`src/hdl/cixd_pkg.sv`:
```
// ----------------------------------------------------------------------------
// cixd_pkg
// Shared constants and types for the chunk interleave XOR decoder.
// ----------------------------------------------------------------------------
package cixd_pkg;

   localparam int FS_W  = 24;   // file size / budget register width
   localparam int KEY_W = 8;
   localparam int OUT_W = 24;   // out_offset port width
   localparam int IDX_W = 3;    // csr index width

   localparam logic [IDX_W-1:0] CSR_FILE_SIZE   = 3'd0;
   localparam logic [IDX_W-1:0] CSR_BYTE_BUDGET = 3'd1;
   localparam logic [IDX_W-1:0] CSR_CHUNK_SIZE  = 3'd2;
   localparam logic [IDX_W-1:0] CSR_KEY_START   = 3'd3;
   localparam logic [IDX_W-1:0] CSR_KEY_STEP    = 3'd4;

   typedef enum logic [1:0] {
      DIV_IDLE,
      DIV_RUN,
      DIV_FINISH
   } div_state_type;

   typedef struct packed {
      logic            busy;
      logic [FS_W-1:0] coded_len;
   } div_status_type;

   typedef struct packed {
      logic [FS_W-1:0]  byte_budget;
      logic [KEY_W-1:0] key_start;
      logic [KEY_W-1:0] key_step;
   } map_cfg_type;

   typedef struct packed {
      logic [OUT_W-1:0] offset;
      logic [KEY_W-1:0] value;
      logic             decoded;
   } result_type;

endpackage

```
`src/hdl/chunk_interleave_xor_decrypt_top.sv`:
```
// ----------------------------------------------------------------------------
// chunk_interleave_xor_decrypt_top
// An accepted request word appears as its response word in the next cycle.
// Throughput: one word per cycle while the divider is idle; the response register frees as it drains.
// A write to file_size or chunk_size starts a bit-serial remainder pass over
// the 24 dividend bits, then a finish step, with req_ready low.
// Reset (synchronous) clears the map counters and loads register reset values; the divider bit count is not reset.
// ----------------------------------------------------------------------------
module chunk_interleave_xor_decrypt_top #(
   parameter int OFFSET_WIDTH = 24,
   parameter int CHUNK_WIDTH  = 16
) (
   input  logic                           clock,
   input  logic                           reset,
   // request channel: file bytes in original order
   input  logic                           req_valid,
   output logic                           req_ready,
   input  logic [7:0]                     req_in_byte,
   input  logic                           req_start_of_file,
   // response channel: destination offset and decoded byte
   output logic                           rsp_valid,
   input  logic                           rsp_ready,
   output logic [23:0]                    rsp_out_offset,
   output logic [7:0]                     rsp_out_byte,
   output logic                           rsp_was_decoded,
   // register write port
   input  logic                           csr_we,
   input  logic [cixd_pkg::IDX_W-1:0]     csr_index,
   input  logic [cixd_pkg::FS_W-1:0]      csr_wdata
);
   import cixd_pkg::*;

   // configuration registers
   logic [FS_W-1:0]        file_size_ff;
   logic [FS_W-1:0]        byte_budget_ff;
   logic [15:0]            chunk_size_ff;
   logic [KEY_W-1:0]       key_start_ff;
   logic [KEY_W-1:0]       key_step_ff;

   // response register
   logic                   rsp_valid_ff;
   result_type             rsp_ff;

   logic                   restart;
   logic                   accept;
   logic [CHUNK_WIDTH-1:0] chunk_low;
   logic [CHUNK_WIDTH-1:0] chunk_eff;
   div_status_type         div_status;
   map_cfg_type            map_cfg;
   result_type             result;

   always_ff @(posedge clock) begin
      if (reset) begin
         file_size_ff   <= '0;
         byte_budget_ff <= '0;
         chunk_size_ff  <= 16'd1;
         key_start_ff   <= '0;
         key_step_ff    <= '0;
      end else if (csr_we) begin
         unique case (csr_index)
            CSR_FILE_SIZE:   file_size_ff   <= csr_wdata;
            CSR_BYTE_BUDGET: byte_budget_ff <= csr_wdata;
            CSR_CHUNK_SIZE:  chunk_size_ff  <= csr_wdata[15:0];
            CSR_KEY_START:   key_start_ff   <= csr_wdata[KEY_W-1:0];
            CSR_KEY_STEP:    key_step_ff    <= csr_wdata[KEY_W-1:0];
            default: begin
            end
         endcase
      end
   end

   // chunk length of zero behaves as one
   assign chunk_low = chunk_size_ff[CHUNK_WIDTH-1:0];
   assign chunk_eff = (chunk_low == '0) ? CHUNK_WIDTH'(1) : chunk_low;

   // either operand of the remainder changing reruns the divider
   assign restart = csr_we && (csr_index == CSR_FILE_SIZE || csr_index == CSR_CHUNK_SIZE);

   cixd_remdiv #(
      .CHUNK_WIDTH(CHUNK_WIDTH)
   ) u_remdiv (
      .clock     (clock),
      .reset     (reset),
      .restart   (restart),
      .file_size (file_size_ff),
      .chunk_eff (chunk_eff),
      .status    (div_status)
   );

   assign map_cfg.byte_budget = byte_budget_ff;
   assign map_cfg.key_start   = key_start_ff;
   assign map_cfg.key_step    = key_step_ff;

   // new word taken whenever the response slot is empty or draining,
   // held off only while the coded length is being recomputed
   assign req_ready = !div_status.busy && !restart && (!rsp_valid_ff || rsp_ready);
   assign accept    = req_valid && req_ready;

   cixd_map #(
      .OFFSET_WIDTH(OFFSET_WIDTH),
      .CHUNK_WIDTH (CHUNK_WIDTH)
   ) u_map (
      .clock     (clock),
      .reset     (reset),
      .accept    (accept),
      .in_byte   (req_in_byte),
      .sof       (req_start_of_file),
      .cfg       (map_cfg),
      .chunk_eff (chunk_eff),
      .coded_len (div_status.coded_len),
      .result    (result)
   );

   always_ff @(posedge clock) begin
      if (reset) begin
         rsp_valid_ff <= 1'b0;
      end else if (accept) begin
         rsp_valid_ff <= 1'b1;
      end else if (rsp_ready) begin
         rsp_valid_ff <= 1'b0;
      end
      if (accept) begin
         rsp_ff <= result;
      end
   end

   assign rsp_valid       = rsp_valid_ff;
   assign rsp_out_offset  = rsp_ff.offset;
   assign rsp_out_byte    = rsp_ff.value;
   assign rsp_was_decoded = rsp_ff.decoded;

   a_busy_blocks: assert property (@(posedge clock) disable iff (reset)
      div_status.busy |-> !req_ready)
      else $error("request taken while coded length is stale");

   a_load_on_accept: assert property (@(posedge clock) disable iff (reset)
      accept |=> rsp_valid_ff)
      else $error("accepted word produced no response");

endmodule

```
`src/hdl/cixd_remdiv.sv`:
```
// ----------------------------------------------------------------------------
// cixd_remdiv
// Bit-serial remainder of file size by chunk length, then coded length.
// ----------------------------------------------------------------------------
module cixd_remdiv #(
   parameter int CHUNK_WIDTH = 16
) (
   input  logic                          clock,
   input  logic                          reset,
   input  logic                          restart,
   input  logic [cixd_pkg::FS_W-1:0]     file_size,
   input  logic [CHUNK_WIDTH-1:0]        chunk_eff,
   output cixd_pkg::div_status_type      status
);
   import cixd_pkg::*;

   localparam int CNT_W = $clog2(FS_W);

   div_state_type          state_ff, state_in;
   logic [CNT_W-1:0]       count_ff, count_in;
   logic [CHUNK_WIDTH-1:0] rem_ff, rem_in;
   logic [FS_W-1:0]        coded_ff, coded_in;

   logic [CHUNK_WIDTH:0]   trial;
   logic [CHUNK_WIDTH:0]   diff;
   logic [CHUNK_WIDTH-1:0] quarter;
   logic [FS_W-1:0]        skip;
   logic [FS_W-1:0]        coded_calc;

   assign trial      = {rem_ff, file_size[count_ff]};
   assign diff       = trial - {1'b0, chunk_eff};
   assign quarter    = chunk_eff >> 2;
   assign skip       = ((rem_ff < quarter) ? FS_W'(rem_ff) : '0) + FS_W'(file_size[0]);
   assign coded_calc = (skip >= file_size) ? '0 : file_size - skip;

   always_ff @(posedge clock) begin
      if (reset) begin
         state_ff <= DIV_IDLE;
         coded_ff <= '0;
      end else begin
         state_ff <= state_in;
         coded_ff <= coded_in;
      end
      count_ff <= count_in;
      rem_ff   <= rem_in;
   end

   always_comb begin
      state_in = state_ff;
      count_in = count_ff;
      rem_in   = rem_ff;
      coded_in = coded_ff;
      unique case (state_ff)
         DIV_IDLE: begin
         end
         DIV_RUN: begin
            // one dividend bit per cycle, MSB first
            rem_in   = (trial >= {1'b0, chunk_eff}) ? diff[CHUNK_WIDTH-1:0]
                                                    : trial[CHUNK_WIDTH-1:0];
            count_in = count_ff - CNT_W'(1);
            if (count_ff == '0) begin
               state_in = DIV_FINISH;
            end
         end
         DIV_FINISH: begin
            coded_in = coded_calc;
            state_in = DIV_IDLE;
         end
         default: begin
            state_in = DIV_IDLE;
         end
      endcase
      if (restart) begin
         state_in = DIV_RUN;
         count_in = CNT_W'(FS_W - 1);
         rem_in   = '0;
      end
   end

   assign status.busy      = (state_ff != DIV_IDLE);
   assign status.coded_len = coded_ff;

   a_restart_busy: assert property (@(posedge clock) disable iff (reset)
      restart |=> state_ff == DIV_RUN)
      else $error("divider did not start after restart");

   a_finish_idle: assert property (@(posedge clock) disable iff (reset)
      (state_ff == DIV_FINISH && !restart) |=> state_ff == DIV_IDLE)
      else $error("divider did not return to idle after finish");

endmodule

```
`src/hdl/cixd_map.sv`:
```
// ----------------------------------------------------------------------------
// cixd_map
// Per-byte chunk tracking, destination offset and key stream.
// ----------------------------------------------------------------------------
module cixd_map #(
   parameter int OFFSET_WIDTH = 24,
   parameter int CHUNK_WIDTH  = 16
) (
   input  logic                           clock,
   input  logic                           reset,
   input  logic                           accept,
   input  logic [cixd_pkg::KEY_W-1:0]     in_byte,
   input  logic                           sof,
   input  cixd_pkg::map_cfg_type          cfg,
   input  logic [CHUNK_WIDTH-1:0]         chunk_eff,
   input  logic [cixd_pkg::FS_W-1:0]      coded_len,
   output cixd_pkg::result_type           result
);
   import cixd_pkg::*;

   logic [OFFSET_WIDTH-1:0] fp_ff, fp_in;
   logic [OFFSET_WIDTH-1:0] dest_ff, dest_in;
   logic [OFFSET_WIDTH-1:0] second_ff, second_in;
   logic [CHUNK_WIDTH-1:0]  left_ff, left_in;
   logic [CHUNK_WIDTH-1:0]  first_left_ff, first_left_in;
   logic [FS_W-1:0]         coded_ff, coded_in;
   logic [FS_W-1:0]         budget_ff, budget_in;
   logic [KEY_W-1:0]        key_ff, key_in;

   logic [OFFSET_WIDTH-1:0] fp_cur;
   logic [FS_W-1:0]         coded_cur;
   logic [FS_W-1:0]         budget_cur;
   logic [KEY_W-1:0]        key_cur;
   logic [CHUNK_WIDTH-1:0]  left_cur;
   logic [CHUNK_WIDTH-1:0]  first_left_cur;
   logic                    active;
   logic                    start;
   logic                    coded;
   logic [CHUNK_WIDTH-1:0]  new_len;
   logic [CHUNK_WIDTH:0]    half_wide;
   logic [CHUNK_WIDTH-1:0]  half;
   logic [OFFSET_WIDTH-1:0] first_off;
   logic [OFFSET_WIDTH-1:0] second_off;
   logic [OFFSET_WIDTH-1:0] third_off;
   logic [OFFSET_WIDTH-1:0] offset;
   logic [OFFSET_WIDTH+OUT_W-1:0] off_wide;

   // start of file restarts everything before the byte is looked at
   assign fp_cur         = sof ? '0 : fp_ff;
   assign coded_cur      = sof ? coded_len : coded_ff;
   assign budget_cur     = sof ? cfg.byte_budget : budget_ff;
   assign key_cur        = sof ? cfg.key_start : key_ff;
   assign left_cur       = sof ? '0 : left_ff;
   assign first_left_cur = sof ? '0 : first_left_ff;

   assign active  = (left_cur != '0);
   assign start   = !active && (coded_cur != '0) && (budget_cur != '0);
   assign coded   = start || active;
   assign new_len = (coded_cur < FS_W'(chunk_eff)) ? coded_cur[CHUNK_WIDTH-1:0] : chunk_eff;

   assign half_wide  = ({1'b0, new_len} + (CHUNK_WIDTH+1)'(1)) >> 1;
   assign half       = half_wide[CHUNK_WIDTH-1:0];
   assign first_off  = fp_cur + OFFSET_WIDTH'(new_len) - OFFSET_WIDTH'(1);
   assign second_off = fp_cur + OFFSET_WIDTH'(new_len) - OFFSET_WIDTH'(2);
   assign third_off  = fp_cur + OFFSET_WIDTH'(new_len) - OFFSET_WIDTH'(3);

   always_comb begin
      fp_in         = fp_cur + OFFSET_WIDTH'(1);
      dest_in       = dest_ff;
      second_in     = second_ff;
      left_in       = left_cur;
      first_left_in = first_left_cur;
      coded_in      = coded_cur;
      budget_in     = budget_cur;
      key_in        = coded ? key_cur + cfg.key_step : key_cur;
      offset        = fp_cur;
      if (start) begin
         offset        = first_off;
         second_in     = second_off;
         dest_in       = (half == CHUNK_WIDTH'(1)) ? second_off : third_off;
         left_in       = new_len - CHUNK_WIDTH'(1);
         first_left_in = half - CHUNK_WIDTH'(1);
         coded_in      = coded_cur - FS_W'(new_len);
         budget_in     = (budget_cur > FS_W'(new_len)) ? budget_cur - FS_W'(new_len) : '0;
      end else if (active) begin
         offset  = dest_ff;
         left_in = left_cur - CHUNK_WIDTH'(1);
         // odd positions run downward first, then even ones from base+c-2
         if (first_left_cur == CHUNK_WIDTH'(1)) begin
            dest_in = second_ff;
         end else begin
            dest_in = dest_ff - OFFSET_WIDTH'(2);
         end
         if (first_left_cur != '0) begin
            first_left_in = first_left_cur - CHUNK_WIDTH'(1);
         end
      end
   end

   always_ff @(posedge clock) begin
      if (reset) begin
         fp_ff         <= '0;
         left_ff       <= '0;
         first_left_ff <= '0;
         coded_ff      <= '0;
         budget_ff     <= '0;
         key_ff        <= '0;
      end else if (accept) begin
         fp_ff         <= fp_in;
         left_ff       <= left_in;
         first_left_ff <= first_left_in;
         coded_ff      <= coded_in;
         budget_ff     <= budget_in;
         key_ff        <= key_in;
      end
      if (accept) begin
         dest_ff   <= dest_in;
         second_ff <= second_in;
      end
   end

   assign off_wide       = {{OUT_W{1'b0}}, offset};
   assign result.offset  = off_wide[OUT_W-1:0];
   assign result.value   = coded ? (in_byte ^ key_cur) : in_byte;
   assign result.decoded = coded;

   a_phase_order: assert property (@(posedge clock) disable iff (reset)
      first_left_ff <= left_ff)
      else $error("first-phase count exceeds chunk bytes left");

   a_key_hold: assert property (@(posedge clock) disable iff (reset)
      (accept && !sof && !coded) |=> key_ff == $past(key_ff))
      else $error("key moved on a passed-through byte");

endmodule
```
`config.mk`:
```
export PLATFORM = sky130hd
export DESIGN_NAME = chunk_interleave_xor_decrypt_top
export DESIGN_NICKNAME = d
export VERILOG_FILES = /design/src/hdl/cixd_pkg.sv /design/src/hdl/chunk_interleave_xor_decrypt_top.sv /design/src/hdl/cixd_remdiv.sv /design/src/hdl/cixd_map.sv
export SDC_FILE = /design/constraint.sdc
export NUM_CORES = 1
export LEC_CHECK = 0
export ABC_AREA = 1
export BUFFER_PORTS_ARGS = -buffer_cell sky130_fd_sc_hd__buf_2
export CAP_MARGIN = 20
export CELL_PAD_IN_SITES_DETAIL_PLACEMENT = 0
export CELL_PAD_IN_SITES_GLOBAL_PLACEMENT = 2
export CORE_MARGIN = 10
export CORE_UTILIZATION = 36
export CTS_CLUSTER_SIZE = 12
export DETAILED_ROUTE_END_ITERATION = 10
export GPL_ROUTABILITY_DRIVEN = 0
export PLACE_DENSITY_LB_ADDON = 0.2
export RECOVER_POWER = 25
export SKIP_CTS_REPAIR_TIMING = 1
export SYNTH_ARGS = -nofsm -noshare
export SYNTH_HDL_FRONTEND = slang
export SYNTH_SLANG_ARGS = --single-unit
```
`constraint.sdc`:
```
create_clock -name clock -period 7.2 [get_ports clock]
set_input_delay 1.44 -clock clock [delete_from_list [all_inputs] [get_ports clock]]
set_output_delay 1.44 -clock clock [all_outputs]
set_load 0.05 [all_outputs]
```
==> metrics <==
status finished, violations left; failing checks max-capacitance violations, max-slew violations; period utilisation layout between 90 and 100%; Max stage delay on crit path 620 ps; Core Box Area between 60000 and 70000 um^2; critical path depth 25; Worst Setup SP req_start_of_file; CP dominant cell by count nand2_1; Hold Fails Final Rpt 0; Die ar. slightly below 80000 um^2; post-route insts no fill 4622; largest net degree at the start of global routing 60; min cycle time layout 6698 ps; antenna violations before repair 3; CTS Buf Count 42; Syn-to-layout area delta 11.92%; clock skew 24.37 ps; Synth Area per Inst 6.642 um^2; Synth top area share 19.79%; first-pass GRT wire length 139000 um; gr ovfl total 0; synth warn 0; drt first pass iters 6; CTS tree done; Via-to-Cell Ratio about 5.3; dominant cells by area after synthesis dfxtp_1 20%, nand2_1 12%, edfxtp_1 10%; Routed Wire Length 90800 um; worst r2r src chunk_low[3]; final-report max-slew violation count 158; # rows 95; # IOs 76; final setup fails 0; worst endpoint required time ~7500 ps; critical path class primary input to flip-flop; unrepaired setup endpoints after global routing no; slew margin rel. -75.21%; most frequent cells in the layout 798 x nand2_1, 421 x inv_1, 416 x nor2_1; actual transition at the worst max-transition pin 2628 ps; Seq cells post-synth 321; layout cells sized above 1 7.575%; FMAX 149.3 MHz; slowest CP cell o21ai_0; die height between 200 and 300 um; Cell Pwr Density 341.2 nW/um^2; capture point of the worst reg-to-reg path u_remdiv.coded_ff[15]; total number of vias 24500; fin util 40.54%; most common cell after layout, fill and taps aside nand2_1; Post-synth EDFFs 81; deepest clock path buffer count 3; die width 279.7 um; number of global-route vias before repair 23730; gr usage total 22.67%; Final TNS setup 0 ps; Post-DP HPWL slightly below 70000 um; Worst setup SP type primary input; DR WL/cell a little under 20 um; Routed Antenna Nets 0; Starting Density 36.22%; Final nets 3895; critical path peak fanout 22; Primary FF master, synth dfxtp_1; Worst setup EP type flip-flop; Synth cell types about 70; worst reg-to-reg setup slack 1170 ps; CTS clk-pin slew, worst paths around 60 ps; placed inst area roughly 26000 um^2; # diodes 0; Final Cell Area 27180 um^2; crit path to rsp_out_offset[22]; FFs w/ async S/R, synth 0%; Tot Pwr 9.272 mW; clock sink count 321; Pleak about 12 nW; Cell Area, Synth about 24000 um^2; Mapped Cells 3656; Seq/Total Area, Yosys 29.80%; H-Tree Depth 2; worst hold path class flip-flop to flip-flop; Clock Tree Root clkbuf_16; Largest delay share family, worst path simple AND/OR/NAND/NOR gates; WP data arrival 7010 ps; worst skew pair latency about 600 ps; number of port buffers between 70 and 80; # DRC 0; filler instances 7145; Placed Cells 4541; Worst Path Buf+Inv 5; R2R depth 31; Starting DRT DRC Count 1762; maximum vdd drop about 0.17 mV; max-cap violations 4; leading area contributor after synthesis dfxtp_1
==> metal layers <==
metal,track usage (%),routed length (um),vias to the layer above
li1,-,-,12290
met1,29.61,41710,11510
met2,37.61,41360,593
met3,4.019,5272,116
met4,6.667,2458,0
met5,0,0,-
==> final cells by class <==
class | count | area [um^2] | share of cell area, %
multi-input cells | 2769 | 14910 | 54.88
flip-flops and latches | 321 | 7237 | 26.63
clock inverters | 15 | 183.9 | 0.6768
clock buffers | 63 | 1220 | 4.489
well taps | 873 | 1092 | 4.019
repair buffers | 145 | 890.9 | 3.278
inverters | 436 | 1639 | 6.031
==> logic make-up after synthesis <==
| logic type | Yosys count | share of synthesized area [%] |
|---|---|---|
| AND/OR/NAND/NOR | 1607 | 28.11 |
| AO/OA/AOI/OAI | 862 | 19.81 |
| buffers and inverters | 567 | 8.997 |
| flip-flops | 321 | 29.80 |
| XOR/XNOR | 146 | 5.467 |
| adder cells (fa/ha/maj) | 139 | 7.255 |
| multiplexers | 13 | 0.5359 |
| other | 1 | 0.01544 |
==> worst reg2reg max path, delay by kind of cell (launching register included) <==
family                   cells  cell delay [ps]
AND/OR/NAND/NOR             16             2720
AO/OA/AOI/OAI                8             1130
adder cells (fa/ha/maj)      4             1080
buffers and inverters        3              700
flip-flops                   1              350
==> synth_stat cells, drive strengths merged (3+ instances only) <==
library cell	n
a2111oi	3
a211oi	11
a21boi	5
a21oi	342
a221oi	3
a22oi	3
a31oi	44
a32oi	3
and2	5
buf	19
clkbuf	112
dfxtp	240
edfxtp	81
fa	3
ha	136
inv	434
mux2i	13
nand2	807
nand3	174
nand3b	13
nand4	53
nor2	442
nor3	49
nor4	19
o2111ai	5
o211ai	28
o21a	16
o21ai	365
o21bai	7
o221ai	9
o22ai	5
o31ai	3
or2	35
xnor2	44
xor2	102
==> power breakdown <==
part	leakage, nW	total (mW)	switching [mW]	internal [mW]
clock network	0.681	2.15	0.888	1.26
registers	2.73	2.47	0.216	2.25
logic	8.70	4.66	3.23	1.43
==> metrics by stage <==
stage / setup WS (ps) / hold slack, ps
finish: 502.3 / 464.2
global route: 35.11 / 481.3
CTS: 405.3 / 463.0
detailed placement: -199.4 / 454.4
global placement: -268.3 / 448.4
floorplan: 721.5 / 440.5
==> flip-flops by register name, summed over array words and instances (netlist names), 2 cells and up <==
name and flops:
u_map.dest_ff 24, u_map.fp_ff 24, rsp_out_byte 8, file_size_ff 24
chunk_low 16, u_map.second_ff 24, u_remdiv.coded_ff 24, u_map.first_left_ff 16
u_map.budget_ff 24, key_start_ff 8, byte_budget_ff 24, key_step_ff 8
u_remdiv.state_ff 2, u_remdiv.rem_ff 16, rsp_out_offset 24, u_map.key_ff 8
u_map.coded_ff 24, u_map.left_ff 16, u_remdiv.count_ff 5
==> worst min-delay path by stage <==
| stage | slack (ps) | depth (start not counted) | from | to |
|---|---|---|---|---|
| floorplan | 440 | 2 | u_remdiv.coded_ff[0] | u_remdiv.coded_ff[0] |
| global placement | 450 | 2 | u_map.budget_ff[17] | u_map.budget_ff[17] |
| detailed placement | 450 | 2 | u_map.budget_ff[17] | u_map.budget_ff[17] |
| CTS | 460 | 2 | u_map.budget_ff[17] | u_map.budget_ff[17] |
| global route | 480 | 2 | u_map.left_ff[5] | u_map.left_ff[5] |
| finish | 460 | 2 | u_map.first_left_ff[3] | u_map.first_left_ff[3] |
No activity file was read; power rests on OpenSTA's default activity.
